$ cat src/hdl/modular_exponentiation_unit_defines.svh
// Assertion macros shared by the modular exponentiation unit
`ifndef MODULAR_EXPONENTIATION_UNIT_DEFINES_SVH
`define MODULAR_EXPONENTIATION_UNIT_DEFINES_SVH

// same-cycle implication, clocked on clk, disabled in reset
`define MEU_ASSERT_IMPL(label, ante, cons) \
    label: assert property (@(posedge clk) disable iff (!rst_n) (ante) |-> (cons)) \
        else $error("%m: assertion failed");

// next-cycle implication, clocked on clk, disabled in reset
`define MEU_ASSERT_NEXT(label, ante, cons) \
    label: assert property (@(posedge clk) disable iff (!rst_n) (ante) |=> (cons)) \
        else $error("%m: assertion failed");

`endif

$ cat src/hdl/meu_pkg.sv
// Package: widths, constants and control types of the modular exponentiation unit
package meu_pkg;

    localparam int BASE_W        = 32;
    localparam int EXPN_W        = 63;
    localparam int CFG_W         = 31;
    localparam int OUT_W         = 31;
    localparam int EXP_BITS_DEF  = 63;
    localparam int MOD_BITS_DEF  = 31;
    localparam logic [CFG_W-1:0] MODULUS_RESET = 31'd1000000007;

    typedef enum logic [1:0] {
        OP_BASE,
        OP_SQR,
        OP_MUL
    } meu_op_t;

    typedef enum logic [2:0] {
        ST_IDLE,
        ST_BASE,
        ST_SQR,
        ST_MUL,
        ST_DONE
    } meu_state_t;

    typedef struct packed {
        logic    cfg_wr;
        logic    load;
        logic    mul_start;
        meu_op_t op;
        logic    exp_shift;
        logic    out_load;
    } meu_cmd_t;

    typedef struct packed {
        logic mul_done;
        logic exp_bit;
        logic exp_last;
        logic mod_small;
    } meu_stat_t;

endpackage

$ cat src/hdl/meu_datapath.sv
// Datapath: modulus register, exponent shifter and bit-serial modular multiplier
`include "modular_exponentiation_unit_defines.svh"

module meu_datapath #(
    parameter int EXP_BITS = meu_pkg::EXP_BITS_DEF,
    parameter int MOD_BITS = meu_pkg::MOD_BITS_DEF
) (
    input  logic                      clk,
    input  logic                      rst_n,
    input  meu_pkg::meu_cmd_t         cmd,
    output meu_pkg::meu_stat_t        stat,
    input  logic [meu_pkg::CFG_W-1:0] modulus,
    input  logic [meu_pkg::BASE_W-1:0] base_value,
    input  logic [meu_pkg::EXPN_W-1:0] exponent,
    output logic [meu_pkg::OUT_W-1:0] power_result
);
    import meu_pkg::*;

    localparam int MW  = (MOD_BITS < CFG_W) ? MOD_BITS : CFG_W;
    localparam int YW  = BASE_W;
    localparam int CW  = $clog2(YW);
    localparam int ECW = (EXP_BITS > 1) ? $clog2(EXP_BITS) : 1;

    logic [CFG_W-1:0]    mod_reg;
    logic [MW-1:0]       m;
    logic [EXP_BITS-1:0] exp_reg;
    logic [ECW-1:0]      ecnt_reg;
    logic [MW-1:0]       acc_reg;
    logic [MW-1:0]       base_reg;
    logic [MW-1:0]       x_reg;
    logic [YW-1:0]       y_reg;
    logic [MW-1:0]       p_reg;
    logic [MW-1:0]       p_next;
    logic [CW-1:0]       cnt_reg;
    logic                busy_reg;
    logic                done_reg;
    logic                dst_base_reg;
    logic [MW-1:0]       result_reg;
    logic [MW+1:0]       t;
    logic [MW+1:0]       m1;
    logic [MW+1:0]       m2;

    assign m  = mod_reg[MW-1:0];
    assign m1 = {2'b00, m};
    assign m2 = {1'b0, m, 1'b0};

    always_comb
    begin
        t = {1'b0, p_reg, 1'b0} + (y_reg[YW-1] ? {2'b00, x_reg} : '0);
        if (t >= m2)
        begin
            p_next = MW'(t - m2);
        end
        else if (t >= m1)
        begin
            p_next = MW'(t - m1);
        end
        else
        begin
            p_next = t[MW-1:0];
        end
    end

    always_ff @(posedge clk or negedge rst_n)
    begin
        if (!rst_n)
        begin
            mod_reg  <= MODULUS_RESET;
            busy_reg <= 1'b0;
            done_reg <= 1'b0;
        end
        else
        begin
            if (cmd.cfg_wr)
            begin
                mod_reg <= modulus;
            end
            done_reg <= busy_reg && (cnt_reg == '0);
            if (cmd.mul_start)
            begin
                busy_reg <= 1'b1;
            end
            else if (busy_reg && (cnt_reg == '0))
            begin
                busy_reg <= 1'b0;
            end
        end
    end

    always_ff @(posedge clk)
    begin
        if (cmd.load)
        begin
            exp_reg  <= EXP_BITS'(exponent);
            ecnt_reg <= ECW'(EXP_BITS - 1);
            acc_reg  <= MW'(1);
        end
        else if (cmd.exp_shift)
        begin
            exp_reg  <= exp_reg << 1;
            ecnt_reg <= ecnt_reg - 1'b1;
        end

        if (cmd.mul_start)
        begin
            p_reg <= '0;
            case (cmd.op)
                OP_BASE:
                begin
                    x_reg        <= MW'(1);
                    y_reg        <= base_value;
                    cnt_reg      <= CW'(YW - 1);
                    dst_base_reg <= 1'b1;
                end
                OP_MUL:
                begin
                    x_reg        <= acc_reg;
                    y_reg        <= {base_reg, {(YW-MW){1'b0}}};
                    cnt_reg      <= CW'(MW - 1);
                    dst_base_reg <= 1'b0;
                end
                default:
                begin
                    x_reg        <= acc_reg;
                    y_reg        <= {acc_reg, {(YW-MW){1'b0}}};
                    cnt_reg      <= CW'(MW - 1);
                    dst_base_reg <= 1'b0;
                end
            endcase
        end
        else if (busy_reg)
        begin
            p_reg   <= p_next;
            y_reg   <= y_reg << 1;
            cnt_reg <= cnt_reg - 1'b1;
            if (cnt_reg == '0)
            begin
                if (dst_base_reg)
                begin
                    base_reg <= p_next;
                end
                else
                begin
                    acc_reg <= p_next;
                end
            end
        end

        if (cmd.out_load)
        begin
            result_reg <= stat.mod_small ? '0 : acc_reg;
        end
    end

    assign stat.mul_done  = done_reg;
    assign stat.exp_bit   = exp_reg[EXP_BITS-1];
    assign stat.exp_last  = (ecnt_reg == '0);
    assign stat.mod_small = (m < MW'(2));

    assign power_result = OUT_W'(result_reg);

    `MEU_ASSERT_IMPL(a_part_below_mod, busy_reg && !stat.mod_small, p_reg < m)
    `MEU_ASSERT_IMPL(a_no_restart, cmd.mul_start, !busy_reg)
    `MEU_ASSERT_NEXT(a_done_pulse, busy_reg && (cnt_reg == '0) && !cmd.mul_start,
                     done_reg && !busy_reg)

endmodule

$ cat src/hdl/meu_ctrl.sv
// Controller: sequences base reduction, squarings and multiplies per exponent bit
module meu_ctrl (
    input  logic                clk,
    input  logic                rst_n,
    input  logic                in_valid,
    output logic                in_stall,
    output logic                out_valid,
    input  logic                out_stall,
    input  logic                cfg_valid,
    output logic                cfg_ready,
    output meu_pkg::meu_cmd_t   cmd,
    input  meu_pkg::meu_stat_t  stat
);
    import meu_pkg::*;

    meu_state_t state_reg;
    meu_state_t state_next;
    logic       out_valid_reg;
    logic       out_valid_next;

    always_ff @(posedge clk or negedge rst_n)
    begin
        if (!rst_n)
        begin
            state_reg     <= ST_IDLE;
            out_valid_reg <= 1'b0;
        end
        else
        begin
            state_reg     <= state_next;
            out_valid_reg <= out_valid_next;
        end
    end

    always_comb
    begin
        state_next     = state_reg;
        out_valid_next = out_valid_reg && out_stall;
        cmd            = '0;
        cmd.op         = OP_SQR;
        cmd.cfg_wr     = cfg_valid && cfg_ready;
        unique case (state_reg)
            ST_IDLE:
            begin
                if (in_valid)
                begin
                    cmd.load = 1'b1;
                    if (stat.mod_small)
                    begin
                        state_next = ST_DONE;
                    end
                    else
                    begin
                        cmd.mul_start = 1'b1;
                        cmd.op        = OP_BASE;
                        state_next    = ST_BASE;
                    end
                end
            end
            ST_BASE:
            begin
                if (stat.mul_done)
                begin
                    cmd.mul_start = 1'b1;
                    state_next    = ST_SQR;
                end
            end
            ST_SQR:
            begin
                if (stat.mul_done)
                begin
                    if (stat.exp_bit)
                    begin
                        cmd.mul_start = 1'b1;
                        cmd.op        = OP_MUL;
                        state_next    = ST_MUL;
                    end
                    else if (stat.exp_last)
                    begin
                        state_next = ST_DONE;
                    end
                    else
                    begin
                        cmd.exp_shift = 1'b1;
                        cmd.mul_start = 1'b1;
                    end
                end
            end
            ST_MUL:
            begin
                if (stat.mul_done)
                begin
                    if (stat.exp_last)
                    begin
                        state_next = ST_DONE;
                    end
                    else
                    begin
                        cmd.exp_shift = 1'b1;
                        cmd.mul_start = 1'b1;
                        state_next    = ST_SQR;
                    end
                end
            end
            ST_DONE:
            begin
                if (!out_valid_reg || !out_stall)
                begin
                    cmd.out_load   = 1'b1;
                    out_valid_next = 1'b1;
                    state_next     = ST_IDLE;
                end
            end
            default:
            begin
                state_next = ST_IDLE;
            end
        endcase
    end

    assign in_stall  = (state_reg != ST_IDLE);
    assign cfg_ready = (state_reg == ST_IDLE) && !in_valid;
    assign out_valid = out_valid_reg;

endmodule

$ cat src/hdl/modular_exponentiation_unit.sv
// From accept to result valid the unit reduces the base, then for each of the EXP_BITS exponent
// bits squares and, for a set bit, multiplies; MW = MOD_BITS capped at 31. A modulus below 2
// gives 0 without these steps. The bit-serial multiplier takes one multiplier bit per cycle,
// over the 32-bit base for the base reduction and the MW-bit operand for a square or multiply.
// One item at a time: the next is accepted once the result sits in the output register.
// Reset (rst_n, async, active low) sets the modulus to 1000000007 and empties the output.
module modular_exponentiation_unit #(
    parameter int EXP_BITS = meu_pkg::EXP_BITS_DEF,
    parameter int MOD_BITS = meu_pkg::MOD_BITS_DEF
) (
    input  logic                       clk,
    input  logic                       rst_n,
    input  logic                       in_valid,
    output logic                       in_stall,
    input  logic [meu_pkg::BASE_W-1:0] base_value,
    input  logic [meu_pkg::EXPN_W-1:0] exponent,
    output logic                       out_valid,
    input  logic                       out_stall,
    output logic [meu_pkg::OUT_W-1:0]  power_result,
    input  logic                       cfg_valid,
    output logic                       cfg_ready,
    input  logic [meu_pkg::CFG_W-1:0]  modulus
);
    import meu_pkg::*;

    meu_cmd_t  cmd;
    meu_stat_t stat;

    meu_ctrl u_ctrl (
        .clk       (clk),
        .rst_n     (rst_n),
        .in_valid  (in_valid),
        .in_stall  (in_stall),
        .out_valid (out_valid),
        .out_stall (out_stall),
        .cfg_valid (cfg_valid),
        .cfg_ready (cfg_ready),
        .cmd       (cmd),
        .stat      (stat)
    );

    meu_datapath #(
        .EXP_BITS (EXP_BITS),
        .MOD_BITS (MOD_BITS)
    ) u_datapath (
        .clk          (clk),
        .rst_n        (rst_n),
        .cmd          (cmd),
        .stat         (stat),
        .modulus      (modulus),
        .base_value   (base_value),
        .exponent     (exponent),
        .power_result (power_result)
    );

endmodule
$ cat config.mk
export PLATFORM = sky130hd
export DESIGN_NAME = modular_exponentiation_unit
export DESIGN_NICKNAME = d
export VERILOG_FILES = /design/src/hdl/meu_pkg.sv /design/src/hdl/meu_datapath.sv /design/src/hdl/meu_ctrl.sv /design/src/hdl/modular_exponentiation_unit.sv
export VERILOG_INCLUDE_DIRS = /design/src /design/src/hdl
export SDC_FILE = /design/constraint.sdc
export NUM_CORES = 1
export LEC_CHECK = 0
export BUFFER_PORTS_ARGS = -buffer_cell sky130_fd_sc_hd__clkbuf_2
export CORE_ASPECT_RATIO = 1.2
export CORE_UTILIZATION = 40
export DETAILED_ROUTE_END_ITERATION = 8
export GPL_ROUTABILITY_DRIVEN = 1
export PLACE_DENSITY = 0.68
export SLEW_MARGIN = 20
export SYNTH_ARGS = -nofsm -noshare
export SYNTH_HDL_FRONTEND = slang
export SYNTH_SLANG_ARGS = --single-unit
$ cat constraint.sdc
create_clock -name clk -period 8.92 [get_ports clk]
set_clock_uncertainty 0.05 [all_clocks]
set_input_delay 1.784 -clock clk [delete_from_list [all_inputs] [get_ports clk]]
set_output_delay 1.784 -clock clk [all_outputs]
set_load 0.005 [all_outputs]
After elaboration in Yosys (flattened, before gate mapping)
Index checks and enable logic that the tools add are counted.
Widths: inputs -> output; s select.

storage, ports and cells
  register bits after elaboration = 299
  output and inout bits = 34

operators by class
  reduce and logical (&&, ||, !) cells = 18
  magnitude comparators = 3
  bitwise operators = 1
  eq/ne operators = 11
  mux-type cells = 46
  $add $sub $neg = 5

operators with widths
  cell                 count
  $mux 31              8
  $mux 63              2
  $mux 32              2
  $pmux 32 s2          1
  $sub 31x31->31       2
  $add 32x31->33       1
  $ge 33x31->1         1
  $ge 33x32->1         1
  $lt 31x2->1 const B  1
  $mux 3               10
  $pmux 3 s5           1
  $mux 1               14
  $mux 5               2
  $mux 4               2
  $ne 2x1->1 const B   4
  $eq 3x2->1 const B   2
  $logic_not 6->1      1
  $reduce_and 6->1     1
  $reduce_bool 2->1    3
  $sub 6x1->6 const B  1
  $logic_not 5->1      1
  $sub 5x1->5 const B  1
  $logic_and 1x1->1    4
  $pmux 1 s4           1
  other kinds (15)     17

Depth between registers and ports, before layout
Gate-level depths: netlist (run 1).

  word-level depth = 9
  mapped depth = 24
  depth with buffers taken out = 21

Hierarchy
From an unflattened synthesis (run 1), not the netlist that was laid out.

unflattened totals
  cell total of the unflattened synthesis = 1728
  area, all modules = 17922.2 um^2

by module, submodules not included
  module        area each (um^2)  cells an instance  times used  sequential area each (um^2)
  meu_datapath  17574.4           1690               1           8032.7
  meu_ctrl      347.8             38                 1           100.1

Worst setup path before layout (run 1)
Ideal clock, no wire load.

  kind = flip-flop to flip-flop
  from = register u_datapath.y_reg[31]
  to = register u_datapath.base_reg[28], data pin
  buffers on the path = 1
  setup slack = 3.535 ns
  required time = 8.610 ns
  stages on the path, launching flop included = 23
  arrival = 5.075 ns
  cell sequence = edfxtp_1 -> clkbuf_1 -> and2_1 -> ha_1 -> fa_1 -> a21oi_1 -> o211ai_1 -> a2bb2oi_1 -> a21boi_0 -> o21a_1 -> o21a_1 -> or3_1 -> and2_1 -> ha_1 -> and4_4 -> and4_4 -> a211o_1 -> a2111oi_2 -> o31ai_1 -> a21oi_1 -> xnor2_1 -> mux2_4 -> mux2_2

between the ends
  cells in the longest elaborated chain, start to end = 5
  elaborated cells on any way between the ends = 8
  classes of those cells = 3 x add/sub; 2 x order compare; 3 x mux

RTL lines
  item                                            line                                    RTL
  start: declaration                              meu_datapath.sv:31                      logic [YW-1:0] y_reg;
  start signal: assignment                        meu_datapath.sv:111                     y_reg <= base_value;
  start signal: assignment                        meu_datapath.sv:118                     y_reg <= {base_reg, {(YW-MW){1'b0}}};
  start signal: assignment                        meu_datapath.sv:125                     y_reg <= {acc_reg, {(YW-MW){1'b0}}};
  $mux 31 *                                       meu_datapath.sv:49                      t = {1'b0, p_reg, 1'b0} + (y_reg[YW-1] ? {2'b00, x_reg} : '0);
  $add 32x31->33 *                                meu_datapath.sv:49
  $sub 31x31->31 or $ge 33x31->1 (tied branches)  meu_datapath.sv:56, meu_datapath.sv:54
  $mux 31                                         meu_datapath.sv:54                      else if (t >= m1)
  $mux 31 *                                       meu_datapath.sv:50                      if (t >= m2)
  named net u_datapath.p_next[28]                 meu_datapath.sv:33                      logic [MW-1:0] p_next;
  end signal: assignment                          meu_datapath.sv:140                     base_reg <= p_next;
  end: declaration                                meu_datapath.sv:29                      logic [MW-1:0] base_reg;

The timed path passes the listed nets; every way through them passes the cells marked *.
A chain may end at the register's enable or synchronous reset.

Final worst setup path (run 1)
Ends and elaborated chain as after synthesis.

==> results by group, run 1 <==
Pwr
  – Power density over cell area: 301.7 nW/µm²
  – Combinational Power Share: 49.6%
  – P_leak: 8.338 nW
  – Switching share of power: 41.86%
  – Int Power: 3.636 mW
  – Seq pwr share: 26.7%
  – Clock Power Share: 23.7%
  – Worst VDD drop: 0.1221 mV
  – Net Sw Power: 2.618 mW

CTS
  – CTS tree: built
  – CTS Buf Count: 34
  – Number of hold buffers added after cts: 0
  – CTS Sinks: 299
  – CTS resizes: 0
  – CTS clk-pin slew, worst paths: 0.07 ns
  – H-Tree Depth: 2
  – CTS root buffer: clkbuf_16
  – Post-CTS setup buffer count: 0
  – Clk buf depth: 3
  – Clk_lat worst skew: 0.54 ns

Cells and area
  – Diodes inserted: 0
  – Layout cells sized above 1: 16.63%
  – Fin nets: 2279
  – Fill count: 4365
  – Area Growth Syn to Fin: 13.77%
  – Max reg flops: 63

STA
  – Period utilisation layout: 80.75%
  – Fin. Hold Viols: 0
  – Fin crit period: 7.203 ns
  – Peak Freq: 0.1388 GHz
  – Final Setup Violations: 0
  – Max_slew headroom: 30.44%
  – Final Slew Violations: 0
  – Worst slew pin tran: 1.043 ns
  – Fin Hold WS: 0.4249 ns
  – Setup TNS: 0 ns
  – Unrepaired setup endpoints after global routing: false

Synthesis
  – #FFs+latches synth: 299
  – Register area share after synthesis: 44.63%
  – Top cells by count, synth: nand2_1 (313), edfxtp_1 (194), nor2_1 (121), a21oi_1 (111), ha_1 (95)
  – Syn Inst Count: 1927
  – Ys flop type: edfxtp_1
  – Syn_area_per_cell: 9.456 µm²
  – Largest family of logic cells by synthesized area: simple AND/OR/NAND/NOR gates
  – Post-synth EDFFs: 194
  – Most common cell in the netlist: nand2_1
  – Simple-gate portion of the synthesized area: 19.79%
  – Synth Net Count: 2156
  – Multiplexer share of the synthesized area: 2.616%
  – Ys async rst share: 12.37%
  – Post-Synth XOR/XNOR Area: 3.797%
  – Synth Area in Adders: 6.853%
  – Unique masters post-synth: 98
  – Compound-cell area share of the yosys netlist: 18.38%
  – Share of Yosys cell area claimed by the top area cell type: 31.97%
  – Post-synth top area cell: edfxtp_1
  – Ranking of synthesized cells by area: edfxtp_1 (32%), dfxtp_1 (7.5%), ha_1 (6.5%), nand2_1 (6.4%), a21oi_1 (3.0%)
  – Syn. warnings: 0
  – Synth Cell Area: 18220 µm²

Critical path
  – Worst Setup SP: u_datapath.y_reg[31]
  – Worst-case reg-to-reg path depth: 23
  – RR Endpoint: u_datapath.base_reg[28]
  – CP Max Fanout: 29
  – Worst setup path endpoint: u_datapath.base_reg[28]
  – Setup CP Type: flop to flop
  – Worst Path Arrival: 7.45 ns
  – Worst path required time: 9.17 ns
  – Setup crit end kind: flop
  – R2r setup slk: 1.72 ns
  – Reg-to-reg startpoint: u_datapath.y_reg[31]
  – Type of origin of the critical path: flop

Route
  – Wire per inst: 19.31 µm
  – DR iter-0 viols: 1368
  – DRC: 0
  – DR pass1 iterations: 5
  – Routed Antenna Nets: 0
  – WL final: 51830 µm
  – DR vias: 15.08k
  – Vias per cell: 5.617

Floorplanning
  – Core footprint: 44880 µm²
  – Initial Utilization: 40.60%
  – Io pins: 165
  – Die ar.: 46410 µm²
  – Die width: 196.8 µm
  – Die height: 235.8 µm
  – Site Rows: 85

Job
  – Max-Cap Viols: 0

Global route
  – First-pass GRT wire length: 80830 µm
  – Pin count of the biggest net entering global routing: 99
  – Tot GR Track Use: 22.26%
  – Met3 Use GR: 3.103%
  – M1 GR Usage: 32.29%
  – Met2 usage: 34.44%
  – Initial antenna violation count: 0
  – Busiest grt layer: met2
  – Total congestion overflow: 0
  – Vias in the first global route: 14.41k

Hold path
  – Hold crit path type: flop to flop

Outcome
  – Outcome: finished, final reports clean

Placed design
  – Gp weighted congestion: 0.9393
  – Port Buffers: 164
  – HPWL Detailed: 38990 µm
critical path: stages (launching register included):
cell	delay [ns]
edfxtp_1	0.52
buf_4	0.27
and2_1	0.17
ha_1	0.22
fa_1	0.41
a21oi_1	0.26
o211ai_1	0.14
a2bb2oi_1	0.38
a21boi_0	0.21
o21a_1	0.22
o21a_1	0.18
or3_1	0.33
and2_1	0.20
ha_1	0.38
and4_4	0.23
nand4_1	0.19
nor2_1	0.08
a31oi_1	0.14
o21ai_0	0.16
a221oi_2	0.32
buf_4	0.35
nand3_1	0.72
mux2_4	0.57
mux2_2	0.26
layout make-up:
type,count,area (µm²),share of cell area [%]
Clock buffer,42,933.4,4.502
Inverter,73,275.3,1.328
Multi-Input combinational cell,1458,9410,45.39
Tap cell,609,762.0,3.676
Timing Repair Buffer,184,970.9,4.683
Sequential cell,299,8133,39.23
Clock inverter,19,246.5,1.189
routing by layer:
metal  part of all wire [%]  vias up  routed length (µm)
li1                       -     7288                   -
met1                     48     7260               24680
met2                     44      463               22940
met3                    5.7       65                2929
met4                    2.5        0                1273
met5                      0        -                   0
power by group through the flow:
| stage | Clock, mW | Combinational [mW] | Sequential, mW |
|---|---|---|---|
| final | 1.48 | 3.10 | 1.67 |
| after global placement | 0 | 2.96 | 1.70 |
| after floorplan | 0 | 2.22 | 1.68 |
| after global routing | 1.56 | 3.38 | 1.68 |
| after detailed placement | 0 | 3.00 | 1.69 |
| after CTS | 1.51 | 3.02 | 1.67 |
logic make-up (layout without fill, tap and decap cells):
group                      Yosys count  in the layout
and+or+nand+nor                    749            749
muxes                               43             43
adders and majority gates           98             98
buffers and inverters              170            318
xor gates and xnor gates            79             79
DFF                                299            299
AOI/OAI and AO/OA                  489            489
cells in the final DEF (no fill, tap or decap), types with 29 or more instances in the layout:
cell type / count
xnor2_1: 49
nand2_1: 312
inv_1: 70
nand3_1: 57
a22oi_1: 32
ha_1: 95
dfxtp_1: 68
nor2_1: 117
xor2_1: 29
clkbuf_2: 163
o21ai_0: 67
a21oi_1: 110
and2_1: 41
a21o_1: 38
clkbuf_16: 36
edfxtp_1: 194
nor2b_1: 71
mux2_2: 33
a31oi_1: 56
per-stage QoR:
step	utilization [%]	power (mW)	cells	cell area (µm²)	setup slack [ns]
floorplan	-	3.900	1927	18220	3.535
global placement	43.56	4.658	2623	19550	1.913
detailed placement	43.56	4.698	2623	19550	1.861
CTS	46.19	6.197	2684	20730	1.830
global route	46.19	6.620	2684	20730	1.363
finish	46.19	6.254	2684	20730	1.717
worst min path at each step:
| stage | depth (start not counted) | from | end |
|---|---|---|---|
| 6_report | 2 | u_datapath.p_reg[14] | u_datapath.p_reg[14] |
| 4_1_cts | 2 | u_datapath.p_reg[8] | u_datapath.p_reg[8] |
| 3_5_place_dp | 2 | u_datapath.p_reg[8] | u_datapath.p_reg[8] |
| 2_1_floorplan | 2 | u_datapath.p_reg[13] | u_datapath.p_reg[13] |
| 3_3_place_gp | 2 | u_datapath.p_reg[14] | u_datapath.p_reg[14] |
| 5_1_grt | 2 | u_datapath.p_reg[8] | u_datapath.p_reg[8] |
No activity file was read; power rests on OpenSTA's default activity.
==> inputs of run 2 (changes only) <==
==> constraint.sdc (replaced) <==
create_clock -name clk -period 6.7 [get_ports clk]
set_clock_uncertainty 0.05 [all_clocks]
set_input_delay 1.34 -clock clk [delete_from_list [all_inputs] [get_ports clk]]
set_output_delay 1.34 -clock clk [all_outputs]
set_load 0.005 [all_outputs]
==> results by group, run 2 (synthesized netlist as in run 1, its figures left out) <==
Outcome
  – Outcome: finished, final reports clean

Pwr
  – Power density over cell area: 394.6 nW/µm²
  – Worst VDD drop: 0.1724 mV
  – P_leak: 8.317 nW

CTS
  – Clk buf depth: 3
  – Clk_lat worst skew: 0.59 ns
  – CTS clk-pin slew, worst paths: 0.07 ns
  – Number of hold buffers added after cts: 0
  – H-Tree Depth: 1
  – CTS Sinks: 299
  – CTS root buffer: clkbuf_16
  – CTS tree: built
  – CTS Buf Count: 30

STA
  – Fin. Hold Viols: 0
  – Setup TNS: 0 ns
  – Worst slew pin tran: 1.076 ns
  – Period utilisation layout: 96.48%
  – Unrepaired setup endpoints after global routing: false
  – Fin Hold WS: 0.4255 ns
  – Max_slew headroom: 28.25%
  – Fin crit period: 6.464 ns
  – Final Slew Violations: 0
  – Peak Freq: 0.1547 GHz
  – Final Setup Violations: 0

Cells and area
  – Fin nets: 2283
  – Fin util: 46.13%
  – Fill count: 4318
  – Max reg flops: 63
  – Commonest non-fill, non-tap cell in the layout: nand2_1
  – Layout cells sized above 1: 17.13%
  – Area Growth Syn to Fin: 13.62%
  – Diodes inserted: 0
  – Most frequent cells in the layout: nand2_1 (312), edfxtp_1 (194), clkbuf_2 (163)
  – Sequential cell area: 8133 µm²
  – Footprint of the multi-input gates: 9458 µm²

Critical path
  – Worst path required time: 6.97 ns
  – Worst Setup SP: u_datapath.y_reg[31]
  – CP Max Fanout: 14
  – CP Depth: 22
  – Setup CP Type: flop to flop
  – Type of origin of the critical path: flop
  – R2r setup slk: 0.24 ns
  – Critical path's largest stage delay: 0.56 ns
  – Top delay family on crit path: simple AND/OR/NAND/NOR gates
  – CP max-delay cell: edfxtp_1
  – Buf+Inv Stages, Crit Path: 1
  – Reg-to-reg startpoint: u_datapath.y_reg[31]
  – Worst-case reg-to-reg path depth: 22
  – Cell breakdown of the critical path: and2_1 > ha_1 > fa_1 > a21oi_1 > o211ai_1 > a2bb2oi_1 > a21boi_0 > o21a_1 > o21a_1 > or3_1 > and2_1 > ha_1 > and4_1 > nand3_1 > nor4_2 > a311o_1 > o21ai_2 > nand2_2 > nor2_4 > buf_4 > nor4_4 > nor2_1
  – Setup crit end kind: flop
  – Worst Path Arrival: 6.73 ns
  – RR Endpoint: u_datapath.base_reg[19]

Floorplanning
  – Die height: 235.8 µm
  – Die ar.: 46410 µm²
  – Site Rows: 85
  – Initial Utilization: 40.60%
  – Die width: 196.8 µm
  – Core footprint: 44880 µm²
  – Io pins: 165

Global route
  – Total congestion overflow: 0
  – Initial antenna violation count: 1
  – First-pass GRT wire length: 81920 µm
  – Vias in the first global route: 14.58k
  – Tot GR Track Use: 22.29%
  – Pin count of the biggest net entering global routing: 99

Job
  – Max-Cap Viols: 0

Route
  – DRC: 0
  – WL final: 52580 µm
  – DR vias: 15.22k
  – DR pass1 iterations: 8
  – Wire per inst: 19.57 µm
  – Vias per cell: 5.664
  – Routed Antenna Nets: 0
  – DR iter-0 viols: 1380

Hold path
  – Hold crit path type: flop to flop
  – Worst hold path cell count: 2
  – Hold Crit Start: u_datapath.p_reg[14]
  – Hold EP: u_datapath.p_reg[14]

Placed design
  – Gp weighted congestion: 0.9268
  – HPWL Detailed: 39080 µm
  – Port Buffers: 164
==> run 2: timing repair <==
item | in CTS | in global routing
setup endpoints to repair | 10 | 45
pin swaps | 0 | 0
endpoints found under the hold margin | 0 | 0
gates resized for setup | 2 | 7
buffers inserted | 0 | 1
==> run 2: cell type report <==
cell class                 count  share of cell area (%)
multi-input combinational   1458                   45.68
sequential                   299                   39.28
timing repair buffer         192                   4.998
clock buffer                  36                   4.085
tap                          609                   3.680
inverter                      73                   1.330
clock inverter                20                  0.9428
==> run 2: where the power goes <==
| group | total [mW] | switching (mW) | internal, mW | leakage, nW |
|---|---|---|---|---|
| clock network | 1.77 | 0.758 | 1.02 | 0.499 |
| registers | 2.22 | 0.0684 | 2.16 | 2.55 |
| logic | 4.17 | 2.64 | 1.53 | 5.27 |
| total | 8.17 | 3.46 | 4.71 | 8.32 |
==> run 2: per-stage QoR <==
stage          setup WS, ns  total power, mW  std cells  area, µm²
2_1_floorplan         1.315            5.192       1927      18220
3_5_place_dp        -0.3022            6.260       2630      19610
5_1_grt             0.01132            8.641       2687      20700
4_1_cts             0.09030            8.047       2686      20660
3_3_place_gp        -0.2370            6.209       2630      19600
6_report             0.2360            8.170       2687      20700
==> run 2: worst max path at each step <==
stage,endpoint,slack (ns)
floorplan,u_datapath.base_reg[28],1.31
global placement,u_datapath.base_reg[19],-0.24
detailed placement,u_datapath.base_reg[19],-0.30
CTS,u_datapath.base_reg[19],0.09
global route,u_datapath.base_reg[19],0.01
finish,u_datapath.base_reg[19],0.24
==> run 2: routing by layer <==
metal	routed length, µm	up-vias	GRT usage [%]
li1	-	7304	-
met1	24430	7316	32.44
met2	23470	524	34.62
met3	3308	76	2.674
met4	1373	0	6.530
met5	0	-	0
==> run 2: worst reg2reg max path: cells and delay by family (launching register included) <==
kind	cells	cell delay (ns)
AO/OA/AOI/OAI	8	1.71
adder cells (fa/ha/maj)	3	1.07
buffers and inverters	1	0.24
flip-flops	1	0.56
AND/OR/NAND/NOR	10	2.54
